[src/mwfb_pkg.sv]
// Shared types, constants and the CRC-16/Modbus byte update for the frame builder.
package mwfb_pkg;

    // Largest number of data words in one frame; larger counts are clamped
    localparam int MAX_WORDS = 16;
    localparam int CNT_W     = $clog2(MAX_WORDS + 1);

    // CRC-16/Modbus
    localparam logic [15:0] CRC_INIT = 16'hFFFF;
    localparam logic [15:0] CRC_POLY = 16'hA001;

    // Configuration register indexes
    localparam int CFG_IDX_W = 1;
    localparam logic [CFG_IDX_W-1:0] CFG_SLAVE_ID  = 1'b0;
    localparam logic [CFG_IDX_W-1:0] CFG_FUNC_CODE = 1'b1;

    // Byte positions within the request of a frame's first item
    localparam int POS_W = 4;
    localparam logic [POS_W-1:0] POS_SLAVE   = 4'd0;
    localparam logic [POS_W-1:0] POS_FUNC    = 4'd1;
    localparam logic [POS_W-1:0] POS_ADDR_HI = 4'd2;
    localparam logic [POS_W-1:0] POS_ADDR_LO = 4'd3;
    localparam logic [POS_W-1:0] POS_CNT_HI  = 4'd4;
    localparam logic [POS_W-1:0] POS_CNT_LO  = 4'd5;
    localparam logic [POS_W-1:0] POS_BYTES   = 4'd6;
    localparam logic [POS_W-1:0] POS_DATA_HI = 4'd7;
    localparam logic [POS_W-1:0] POS_DATA_LO = 4'd8;
    localparam logic [POS_W-1:0] POS_CRC_LO  = 4'd9;
    localparam logic [POS_W-1:0] POS_CRC_HI  = 4'd10;

    typedef struct packed {
        logic [15:0] reg_addr;
        logic [4:0]  word_count;
        logic [15:0] data_word;
    } in_item_t;

    typedef struct packed {
        logic [7:0] tx_byte;
        logic       item_last;
        logic       frame_end;
    } out_item_t;

    // Classified request handed from front to back
    typedef struct packed {
        logic             first;
        logic             last;
        logic [15:0]      reg_addr;
        logic [CNT_W-1:0] word_cnt;
        logic [15:0]      data_word;
    } cmd_t;

    // Queue handshake between front and back
    typedef struct packed {
        logic valid;
    } q_status_t;

    typedef struct packed {
        logic pop;
    } q_ctrl_t;

    // Fold one byte into the CRC, one bit per step
    function automatic logic [15:0] crc_feed(input logic [15:0] crc, input logic [7:0] data);
        logic [15:0] c;
        c = crc ^ {8'h00, data};
        for (int b = 0; b < 8; b++) begin
            if (c[0])
                c = (c >> 1) ^ CRC_POLY;
            else
                c = c >> 1;
        end
        return c;
    endfunction

endpackage

[src/mwfb_front.sv]
// Front end: accepts data words, tracks frame position and queues classified commands.
module mwfb_front (
    input  logic                clk,
    input  logic                rst_n,
    input  logic                in_valid,
    output logic                in_stall,
    input  mwfb_pkg::in_item_t  in_data,
    output mwfb_pkg::cmd_t      head,
    output mwfb_pkg::q_status_t q_status,
    input  mwfb_pkg::q_ctrl_t   q_ctrl
);

    localparam int Q_DEPTH = 2;

    logic                       in_frame_reg, in_frame_next;
    logic [mwfb_pkg::CNT_W-1:0] words_left_reg, words_left_next;
    logic [mwfb_pkg::CNT_W-1:0] cnt_clamped;
    logic                       accept;
    mwfb_pkg::cmd_t             cmd;

    mwfb_pkg::cmd_t             q_mem [Q_DEPTH];
    logic                       wr_ptr_reg, rd_ptr_reg;
    logic [1:0]                 fill_reg;

    assign in_stall = (fill_reg == 2'(Q_DEPTH));
    assign accept   = in_valid && !in_stall;

    // Clamp the requested count into one .. MAX_WORDS
    always_comb
    begin
        if (32'(in_data.word_count) > mwfb_pkg::MAX_WORDS)
            cnt_clamped = mwfb_pkg::CNT_W'(mwfb_pkg::MAX_WORDS);
        else if (in_data.word_count == 5'd0)
            cnt_clamped = mwfb_pkg::CNT_W'(1);
        else
            cnt_clamped = mwfb_pkg::CNT_W'(in_data.word_count);
    end

    // Classify the request: first of frame, last of frame
    always_comb
    begin
        cmd.first     = !in_frame_reg;
        cmd.reg_addr  = in_data.reg_addr;
        cmd.word_cnt  = cnt_clamped;
        cmd.data_word = in_data.data_word;
        if (!in_frame_reg)
            cmd.last = (cnt_clamped <= mwfb_pkg::CNT_W'(1));
        else
            cmd.last = (words_left_reg <= mwfb_pkg::CNT_W'(1));

        in_frame_next   = in_frame_reg;
        words_left_next = words_left_reg;
        if (accept) begin
            if (cmd.last) begin
                in_frame_next   = 1'b0;
                words_left_next = '0;
            end else begin
                in_frame_next = 1'b1;
                if (!in_frame_reg)
                    words_left_next = cnt_clamped - mwfb_pkg::CNT_W'(1);
                else
                    words_left_next = words_left_reg - mwfb_pkg::CNT_W'(1);
            end
        end
    end

    // Hold frame position
    always_ff @(posedge clk or negedge rst_n)
    begin
        if (!rst_n) begin
            in_frame_reg   <= 1'b0;
            words_left_reg <= '0;
        end else begin
            in_frame_reg   <= in_frame_next;
            words_left_reg <= words_left_next;
        end
    end

    // Write queue storage
    always_ff @(posedge clk)
    begin
        if (accept)
            q_mem[wr_ptr_reg] <= cmd;
    end

    // Advance queue pointers and fill count
    always_ff @(posedge clk or negedge rst_n)
    begin
        if (!rst_n) begin
            wr_ptr_reg <= 1'b0;
            rd_ptr_reg <= 1'b0;
            fill_reg   <= 2'd0;
        end else begin
            if (accept)
                wr_ptr_reg <= !wr_ptr_reg;
            if (q_ctrl.pop)
                rd_ptr_reg <= !rd_ptr_reg;
            case ({accept, q_ctrl.pop})
                2'b10:   fill_reg <= fill_reg + 2'd1;
                2'b01:   fill_reg <= fill_reg - 2'd1;
                default: fill_reg <= fill_reg;
            endcase
        end
    end

    assign head           = q_mem[rd_ptr_reg];
    assign q_status.valid = (fill_reg != 2'd0);

    // Queue never overfills
    assert property (@(posedge clk) disable iff (!rst_n) fill_reg <= 2'(Q_DEPTH))
        else $error("front queue overfilled");

    // Pop only with an entry present
    assert property (@(posedge clk) disable iff (!rst_n) q_ctrl.pop |-> fill_reg != 2'd0)
        else $error("pop from empty queue");

    // Frame closes on an accepted last word
    assert property (@(posedge clk) disable iff (!rst_n) (accept && cmd.last) |=> !in_frame_reg)
        else $error("frame stayed open after last word");

endmodule

[src/mwfb_back.sv]
// Back end: serializes queued commands into frame bytes and runs the CRC.
module mwfb_back (
    input  logic                clk,
    input  logic                rst_n,
    input  logic [7:0]          slave_id,
    input  logic [7:0]          func_code,
    input  mwfb_pkg::cmd_t      head,
    input  mwfb_pkg::q_status_t q_status,
    output mwfb_pkg::q_ctrl_t   q_ctrl,
    output logic                out_valid,
    input  logic                out_stall,
    output mwfb_pkg::out_item_t out_data
);

    localparam int STEP_OFS = 7;

    logic [mwfb_pkg::POS_W-1:0] step_reg;
    logic [mwfb_pkg::POS_W-1:0] pos;
    logic [15:0]                crc_reg;
    logic                       out_valid_reg;
    mwfb_pkg::out_item_t        out_reg;
    logic                       load;
    logic                       byte_last;
    logic                       feed;
    logic [7:0]                 cur_byte;
    logic [15:0]                cnt16;

    // Position in the full frame layout; later words skip the header
    assign pos   = head.first ? step_reg : step_reg + mwfb_pkg::POS_W'(STEP_OFS);
    assign cnt16 = 16'(head.word_cnt);
    assign load  = q_status.valid && (!out_valid_reg || !out_stall);

    assign byte_last = head.last ? (pos == mwfb_pkg::POS_CRC_HI)
                                 : (pos == mwfb_pkg::POS_DATA_LO);

    // Select the byte for this position
    always_comb
    begin
        feed = 1'b1;
        unique case (pos)
            mwfb_pkg::POS_SLAVE:   cur_byte = slave_id;
            mwfb_pkg::POS_FUNC:    cur_byte = func_code;
            mwfb_pkg::POS_ADDR_HI: cur_byte = head.reg_addr[15:8];
            mwfb_pkg::POS_ADDR_LO: cur_byte = head.reg_addr[7:0];
            mwfb_pkg::POS_CNT_HI:  cur_byte = cnt16[15:8];
            mwfb_pkg::POS_CNT_LO:  cur_byte = cnt16[7:0];
            mwfb_pkg::POS_BYTES:   cur_byte = {cnt16[6:0], 1'b0};
            mwfb_pkg::POS_DATA_HI: cur_byte = head.data_word[15:8];
            mwfb_pkg::POS_DATA_LO: cur_byte = head.data_word[7:0];
            mwfb_pkg::POS_CRC_LO:
            begin
                cur_byte = crc_reg[7:0];
                feed     = 1'b0;
            end
            mwfb_pkg::POS_CRC_HI:
            begin
                cur_byte = crc_reg[15:8];
                feed     = 1'b0;
            end
            default:
            begin
                cur_byte = 8'h00;
                feed     = 1'b0;
            end
        endcase
    end

    assign q_ctrl.pop = load && byte_last;

    // Advance step, CRC and output valid
    always_ff @(posedge clk or negedge rst_n)
    begin
        if (!rst_n) begin
            step_reg      <= '0;
            crc_reg       <= mwfb_pkg::CRC_INIT;
            out_valid_reg <= 1'b0;
        end else begin
            if (load) begin
                out_valid_reg <= 1'b1;
                step_reg      <= byte_last ? '0 : step_reg + mwfb_pkg::POS_W'(1);
                if (pos == mwfb_pkg::POS_CRC_HI)
                    crc_reg <= mwfb_pkg::CRC_INIT;
                else if (feed)
                    crc_reg <= mwfb_pkg::crc_feed(crc_reg, cur_byte);
            end else if (!out_stall) begin
                out_valid_reg <= 1'b0;
            end
        end
    end

    // Hold the output byte
    always_ff @(posedge clk)
    begin
        if (load) begin
            out_reg.tx_byte   <= cur_byte;
            out_reg.item_last <= byte_last;
            out_reg.frame_end <= (pos == mwfb_pkg::POS_CRC_HI);
        end
    end

    assign out_valid = out_valid_reg;
    assign out_data  = out_reg;

    // Step stays within the frame layout
    assert property (@(posedge clk) disable iff (!rst_n) step_reg <= mwfb_pkg::POS_CRC_HI)
        else $error("step beyond frame layout");

    // Frame end is always an item's last byte
    assert property (@(posedge clk) disable iff (!rst_n)
        (out_valid_reg && out_reg.frame_end) |-> out_reg.item_last)
        else $error("frame end without item last");

    // CRC restarts after the closing byte
    assert property (@(posedge clk) disable iff (!rst_n)
        (load && pos == mwfb_pkg::POS_CRC_HI) |=> crc_reg == mwfb_pkg::CRC_INIT)
        else $error("CRC not restarted after frame");

endmodule

[src/modbus_write_frame_builder_top.sv]
// Top level: configuration registers and the front/back frame builder pipeline.
// An accepted request is written into the command queue; once the back end is free it registers its first byte.
// Throughput: one output byte per cycle while a command is queued and out_stall is low, set by the single-byte
// output register; a frame's first word yields 9 or 11 bytes, later words 2 bytes (4 on the last).
// A two-entry command queue lets the input keep taking requests while bytes drain.
// Reset (rst_n low, asynchronous): queue empty, no open frame, CRC at 0xFFFF,
// slave id 1, function code 16.
module modbus_write_frame_builder_top (
    input  logic                              clk,
    input  logic                              rst_n,
    input  logic                              in_valid,
    output logic                              in_stall,
    input  mwfb_pkg::in_item_t                in_data,
    output logic                              out_valid,
    input  logic                              out_stall,
    output mwfb_pkg::out_item_t               out_data,
    input  logic                              cfg_valid,
    output logic                              cfg_ready,
    input  logic [mwfb_pkg::CFG_IDX_W-1:0]    cfg_index,
    input  logic [7:0]                        cfg_data
);

    logic [7:0]          slave_id_reg;
    logic [7:0]          func_code_reg;
    mwfb_pkg::cmd_t      head;
    mwfb_pkg::q_status_t q_status;
    mwfb_pkg::q_ctrl_t   q_ctrl;

    assign cfg_ready = 1'b1;

    // Write configuration registers
    always_ff @(posedge clk or negedge rst_n)
    begin
        if (!rst_n) begin
            slave_id_reg  <= 8'd1;
            func_code_reg <= 8'd16;
        end else if (cfg_valid && cfg_ready) begin
            unique case (cfg_index)
                mwfb_pkg::CFG_SLAVE_ID:  slave_id_reg  <= cfg_data;
                mwfb_pkg::CFG_FUNC_CODE: func_code_reg <= cfg_data;
                default:                 slave_id_reg  <= slave_id_reg;
            endcase
        end
    end

    mwfb_front u_front (
        .clk      (clk),
        .rst_n    (rst_n),
        .in_valid (in_valid),
        .in_stall (in_stall),
        .in_data  (in_data),
        .head     (head),
        .q_status (q_status),
        .q_ctrl   (q_ctrl)
    );

    mwfb_back u_back (
        .clk       (clk),
        .rst_n     (rst_n),
        .slave_id  (slave_id_reg),
        .func_code (func_code_reg),
        .head      (head),
        .q_status  (q_status),
        .q_ctrl    (q_ctrl),
        .out_valid (out_valid),
        .out_stall (out_stall),
        .out_data  (out_data)
    );

endmodule

[config.mk]
export PLATFORM = sky130hd
export DESIGN_NAME = modbus_write_frame_builder_top
export DESIGN_NICKNAME = d
export VERILOG_FILES = /design/src/mwfb_pkg.sv /design/src/mwfb_front.sv /design/src/mwfb_back.sv /design/src/modbus_write_frame_builder_top.sv
export SDC_FILE = /design/constraint.sdc
export NUM_CORES = 1
export LEC_CHECK = 0
export BUFFER_PORTS_ARGS = -buffer_cell sky130_fd_sc_hd__buf_2
export CAP_MARGIN = 5
export CORE_ASPECT_RATIO = 1.2
export CORE_MARGIN = 5
export CORE_UTILIZATION = 35
export DETAILED_ROUTE_END_ITERATION = 12
export RECOVER_POWER = 50
export SYNTH_ARGS = -nofsm -noshare
export SYNTH_HDL_FRONTEND = slang
export SYNTH_SLANG_ARGS = --single-unit
[constraint.sdc]
create_clock -name clk -period 5.49 [get_ports clk]
set_input_delay 0.8235 -clock clk [delete_from_list [all_inputs] [get_ports clk]]
set_output_delay 0.8235 -clock clk [all_outputs]
set_load 0.05 [all_outputs]
Yosys cells after proc, flatten, opt, wreduce, memory -nomap -nowiden
Memory sizes are Yosys's and may differ from the RTL's.
Index checks and enable logic that the tools add are counted.

operators by class
  add/subtract/negate cells = 6
  mux-type cells = 47
  eq/ne operators = 14
  order comparisons = 3
  reduce and logical (&&, ||, !) cells = 19
  bitwise operators = 10

operator list
  cell                 count
  $mux 16              31
  $pmux 8 s10          1
  $not 2->3            8
  $mux 5               4
  $eq 4x3->1 const B   4
  $xor 16x8->16        1
  $eq 4x4->1 const B   3
  $le 5x1->1 const B   2
  $sub 5x1->5 const B  2
  $reduce_or 9->1      1
  $eq 4x2->1 const B   2
  $mux 1               8
  $mux 4               2
  $logic_not 1->1      6
  $reduce_and 2->1     3
  $reduce_bool 2->1    3
  $gt 5x5->1 const B   1
  $logic_not 5->1      1
  $add 4x1->4 const B  1
  $add 4x3->4 const B  1
  $eq 2x2->1 const B   2
  $eq 4x1->1 const B   1
  $logic_not 4->1      1
  $pmux 2 s2           1
  7 further kinds      9

word-level totals
  RAM bits = 78
  output and inout bits = 13
  register bits after elaboration = 57
  memories kept = 1
  input bits = 51
  logic and storage cells = 113

memory list
  memory         words  width  read ports  clocked after memory_dff  write ports  RTL line          source
  u_front.q_mem  2      39     1           0                         1            mwfb_front.sv:21  mwfb_pkg::cmd_t q_mem [Q_DEPTH];

Longest topological paths before layout
  word-level depth = 44
  gate-level depth with buffers = 15
  mapped depth without buffers = 12

Hierarchy
Synthesis repeated with hierarchy kept, for this count alone.

second synthesis, totals
  cell total of the unflattened synthesis = 531
  area, all modules = 6922.9 um^2

modules (own cells, without submodules)
  module                          cells an instance  area each (um^2)  seq. area each (um^2)  instances
  mwfb_front                      199                3535.9            2592.5                 1
  mwfb_back                       295                2731.4            845.8                  1
  modbus_write_frame_builder_top  37                 655.6             402.9                  1

Least setup slack after synthesis
OpenSTA, ideal clock, no wires.

  kind = reg2reg
  from = reg u_back.step_reg[1] (netlist bit)
  to = reg u_back.crc_reg[0]
  stages on the path, launching flop included = 16
  period minus slack after synthesis = 3.862 ns
  arrival = 3.789 ns
  setup time = 0.073 ns
  slack = 1.628 ns
  buffers on the path = 3
  required time = 5.417 ns
  cells stage by stage = dfrtp_1 clkbuf_1 inv_1 ha_1 inv_1 or3_1 buf_2 o2111ai_2 nor2_1 a211o_1 or4_1 buf_2 xnor3_2 xor3_2 xnor3_1 a21oi_1

on the way
  cells in the longest elaborated chain, start to end = 37
  elaborated cells between the ends (all ways) = 57
  those cells by class = add/sub (1); eq/ne (10); mux (34); bitwise (8); reduce/logical (4)

RTL lines
  element                                   RTL line         source
  start, declared                           mwfb_back.sv:17  logic [mwfb_pkg::POS_W-1:0] step_reg;
  start signal, assigned                    mwfb_back.sv:80  step_reg <= byte_last ? '0 : step_reg + mwfb_pkg::POS_W'(1);
  $add 4x3->4                               mwfb_back.sv:29  assign pos = head.first ? step_reg : step_reg + mwfb_pkg::POS_W'(STEP_OFS);
  $mux 4 *                                  mwfb_back.sv:29
  $eq 4x4->1, or another cell as far along  mwfb_back.sv:40  unique case (pos)
  $pmux 8 s10 *                             mwfb_back.sv:40
  net u_back.cur_byte[1]                    mwfb_back.sv:25  logic [7:0] cur_byte;
  $xor 16x8->16 *                           mwfb_pkg.sv:64   c = crc ^ {8'h00, data};
  $not 2->3 (no source line)                --
  $mux 16 *                                 mwfb_pkg.sv:66   if (c[0])
  [22 not listed]                           --
  $mux 16 *                                 mwfb_back.sv:78  if (load) begin
  $mux 16 *                                 mwfb_pkg.sv:66
  $mux 16 *                                 mwfb_back.sv:83  else if (feed)
  $mux 16 *                                 mwfb_back.sv:81  if (pos == mwfb_pkg::POS_CRC_HI)
  $mux 16 *                                 mwfb_back.sv:78
  $mux 16 *                                 mwfb_pkg.sv:66
  $mux 16 *                                 mwfb_back.sv:83
  $mux 16 *                                 mwfb_back.sv:81
  end signal, assigned                      mwfb_back.sv:75  crc_reg <= mwfb_pkg::CRC_INIT;
  end signal, assigned                      mwfb_back.sv:82  crc_reg <= mwfb_pkg::CRC_INIT;
  end signal, assigned                      mwfb_back.sv:84  crc_reg <= mwfb_pkg::crc_feed(crc_reg, cur_byte);
  end, declared                             mwfb_back.sv:19  logic [15:0] crc_reg;

Mark *: on every way through the listed nets, which the timed path passes. The rest lies on a longest branch. The select of a mux whose other input is x is not followed.
A chain may end at the register's enable or synchronous reset.

Worst setup path after layout
  from = reg u_back.step_reg[2] (netlist bit)
  to = reg u_back.crc_reg[0]

on the way
  cells in the longest elaborated chain, start to end = 37
  elaborated cells between the ends (all ways) = 57
  those cells by class = add/sub (1); eq/ne (10); mux (34); bitwise (8); reduce/logical (4)

RTL lines
  element                                                       RTL line
  $add 4x3->4                                                   mwfb_back.sv:29
  $mux 4 *                                                      mwfb_back.sv:29
  $eq 4x4->1, or another cell as far along                      mwfb_back.sv:40, mwfb_back.sv:81
  $pmux 8 s10                                                   mwfb_back.sv:40
  $xor 16x8->16                                                 mwfb_pkg.sv:64
  $mux 16 / $not 2->3 (equally long branches)                   --
  $mux 16 (on tied branches)                                    mwfb_back.sv:83, mwfb_pkg.sv:66
  $mux 16 (on tied branches)                                    mwfb_back.sv:81, mwfb_back.sv:83
  [21 not listed]                                               --
  $not 2->3 (no source line) / $mux 16 (equally long branches)  --
  $mux 16                                                       mwfb_pkg.sv:66
  $mux 16                                                       mwfb_back.sv:83
  $mux 16                                                       mwfb_back.sv:81
  $mux 16                                                       mwfb_back.sv:78
  $mux 16                                                       mwfb_pkg.sv:66
  $mux 16                                                       mwfb_back.sv:83
  $mux 16                                                       mwfb_back.sv:81

Every way passes the cells marked *; elsewhere a longest branch is shown, timed or not. The select of a mux whose other input is x is not followed.

==> flow_summary.json <==
{
  "cp_slowest_cell": "nor2_1",
  "routed_wl_um": 16900,
  "finalHoldViolCount": 0,
  "antenna_cells": 0,
  "antenna_found_initial": 0,
  "grt_max_degree": 48,
  "crit_path_max_incr_delay_ns": 0.77,
  "htreeDepth": 4,
  "fin_crit_sh_pct": 85.2,
  "ys_ff_latch": 135,
  "clock_latency_ns": 0.43,
  "synthTopCellsByArea": "edfxtp_1 (40%), dfrtp_1 (11%), dfstp_2 (7.2%), mux2_2 (4.8%), mux2i_1 (4.1%)",
  "synth_ff_type": "edfxtp_1",
  "gp_congestion": 0.911,
  "synth_nets": 596,
  "cp.arrival_ns": 5.03,
  "die_w_um": 135,
  "setup_viol": 0,
  "seq_area_frac_synth_pct": 58.1,
  "tritoncts_num_sinks": 135,
  "start_util_pct": 35.3,
  "cts_tree": "done",
  "synth.top_cells.by_count": "edfxtp_1 (88), nor2_1 (43), nand2_1 (31)",
  "synth_top_area_share_pct": 40.0,
  "grt.busiest_layer": "met2",
  "cap_violations": 1,
  "cp.required_ns": 5.85,
  "use_met2_pct": 26.3,
  "max_freq_mhz": 214,
  "met3_usage_pct": 3.51,
  "static-leakage-power_nw": 2.91,
  "ios": 64,
  "dpl.hpwl_um": 12300,
  "grt_pass1_vias": 4814,
  "synth_area_mm2": 0.00661,
  "globalRouteTotalUtil_pct": 16.1,
  "clockBufferDepth": 2,
  "start_kind": "flip-flop",
  "status": "finished with violations",
  "cts_made_buffers": 17,
  "crit_top_cell": "nor3_1",
  "crit_type": "flip-flop to flip-flop",
  "ir_worst_vdd_mv": 0.386,
  "totalNegativeSetupSlack_ns": 0,
  "synthArstFlopShare_pct": 34.8,
  "grt_pass1_wl_um": 26700,
  "use_met1_pct": 20.4,
  "crit_fanout": 23,
  "largest_register_ffs": 78,
  "wl_per_cell_um": 19.5,
  "violations": "capacitance limit, slew limit",
  "syn_avg_cell_area_um2": 12.3,
  "dieArea_mm2": 0.0217,
  "fin_nets": 656,
  "power_density_mw_per_mm2": 790,
  "drcViolationCount": 0,
  "area_growth_pct": 16.7,
  "path_clk_slew_ns": 0.06,
  "ctsHoldBuffers": 0,
  "fp.coreArea_mm2": 0.0187,
  "drt-pass1-iter-count": 5,
  "cp_cell_sequence": "nor3_1 -> nor3_1 -> nor2_1 -> a211oi_1 -> nor4_1 -> mux2i_1 -> xnor2_1 -> xor3_2 -> xnor3_1 -> a21oi_1",
  "slew-limit-headroom_pct": -79.0,
  "drt_first_iter_violations": 400,
  "viasPerCell": 5.23,
  "cts_setup_buffers": 0,
  "cts-root-buf": "clkbuf_16",
  "vias": 4535,
  "syn_inst": 538,
  "worst_pin_slew_ns": 2.69,
  "drive_gt1_share_pct": 23.7,
  "fin_skew_ns": 0.0191,
  "port_buffers": 62,
  "maxSlewViolCount": 48,
  "final_core_utilization_pct": 41.2,
  "end_kind": "flip-flop",
  "yosysTopAreaCell": "edfxtp_1",
  "yosys.cell_types.count": 70,
  "grt-ovfl-total": 0,
  "power_mw": 6.10,
  "ys.warnings.count": 0,
  "rows": 55,
  "ant_nets": 0,
  "die_h_um": 161,
  "fin_crit_ns": 4.67,
  "synth-edff-count": 88,
  "yosysMostFrequentCell": "edfxtp_1",
  "grt_setup_unrepaired": "false",
  "hp-class": "flip-flop to flip-flop",
  "cts_resized": 0
}
## where the power goes
group          internal [mW]  total [mW]  leakage [nW]  switching (mW)
sequential              1.52        1.76          1.35           0.240
clock                  0.671        1.11         0.269           0.443
combinational           1.44        3.22          1.29            1.78
## layer usage
metal  wire (µm)  part of all wire, %
met3         701                  4.2
met1        7230                   43
met4         487                  2.9
met5           0                    0
met2        8450                   50
## kinds of logic after synthesis
logic type      count (synthesis)  share of synthesized area [%]
compound gates                119                           12.3
flops                         135                           58.1
fa+ha+maj                       7                           1.33
xor+xnor                       26                           4.36
other cells                     1                         0.0568
buf+inv                        43                           2.97
simple gates                  149                           11.0
mux                            58                           9.77
## final cells by class
| cell class | instances | area (µm²) |
|---|---|---|
| fill | 1806 | 11000 |
| sequential | 135 | 3840 |
| multi-input combinational | 360 | 2580 |
| clock buffer | 18 | 429 |
| timing repair buffer | 67 | 322 |
| tap | 256 | 320 |
| clock inverter | 14 | 151 |
| inverter | 17 | 63.8 |
## critical path, delay by kind of cell (launching register included)
kind	cells	cell delay [ns]
compound gates	2	0.33
xor+xnor	3	1.08
flops	1	0.62
mux	1	0.36
simple gates	4	2.22
## cell usage in the layout, fill, tap and decap left out, types with 4 or more instances in the layout
master,synthesis,routed
ha_1,7,7
inv_1,16,16
buf_4,3,4
clkbuf_16,0,17
nor3_1,21,21
buf_2,7,44
nand3_1,13,13
nand2_1,31,31
clkinvlp_4,0,5
xor2_1,9,9
a21oi_1,29,29
nor2_1,43,41
a22oi_1,7,7
mux2_2,28,28
nor2b_1,8,8
edfxtp_1,88,88
mux2i_1,27,27
o21ai_0,25,25
a211oi_1,13,13
dfrtp_1,29,28
dfstp_2,18,18
xnor2_1,13,13
nand2b_1,12,12
clkbuf_1,12,20
o31ai_1,4,4
a221oi_1,4,4
## through the flow
step                      area [µm²]  std cells  hold WS, ns  setup slack (ns)
after global placement          7160        835        0.464             0.972
after CTS                       7740        867        0.491             0.822
after detailed placement        7160        835        0.480             0.841
after global routing            7710        867        0.532             0.491
after floorplan                 6610        538        0.473              1.63
final                           7710        867        0.483             0.815
## path summary, 6_finish.rpt
path	slack, ns	from	end	depth (start not counted)
min in group asynchronous	1.34	rst_n	u_front.in_frame_reg$_DFFE_PN0P_	2
setup reg to reg	0.82	u_back.step_reg[2]$_DFFE_PN0P_	u_back.crc_reg[0]$_DFFE_PN1P_	10
hold reg to reg	0.48	u_back.out_valid$_DFFE_PN0P_	u_back.out_valid$_DFFE_PN0P_	2
max in group asynchronous	2.42	rst_n	u_front.rd_ptr_reg$_DFFE_PN0P_	2
setup / recovery	0.82	u_back.step_reg[2]$_DFFE_PN0P_	u_back.crc_reg[0]$_DFFE_PN1P_	10
hold / removal	0.48	u_back.out_valid$_DFFE_PN0P_	u_back.out_valid$_DFFE_PN0P_	2
(Power assumes the default switching activity.)
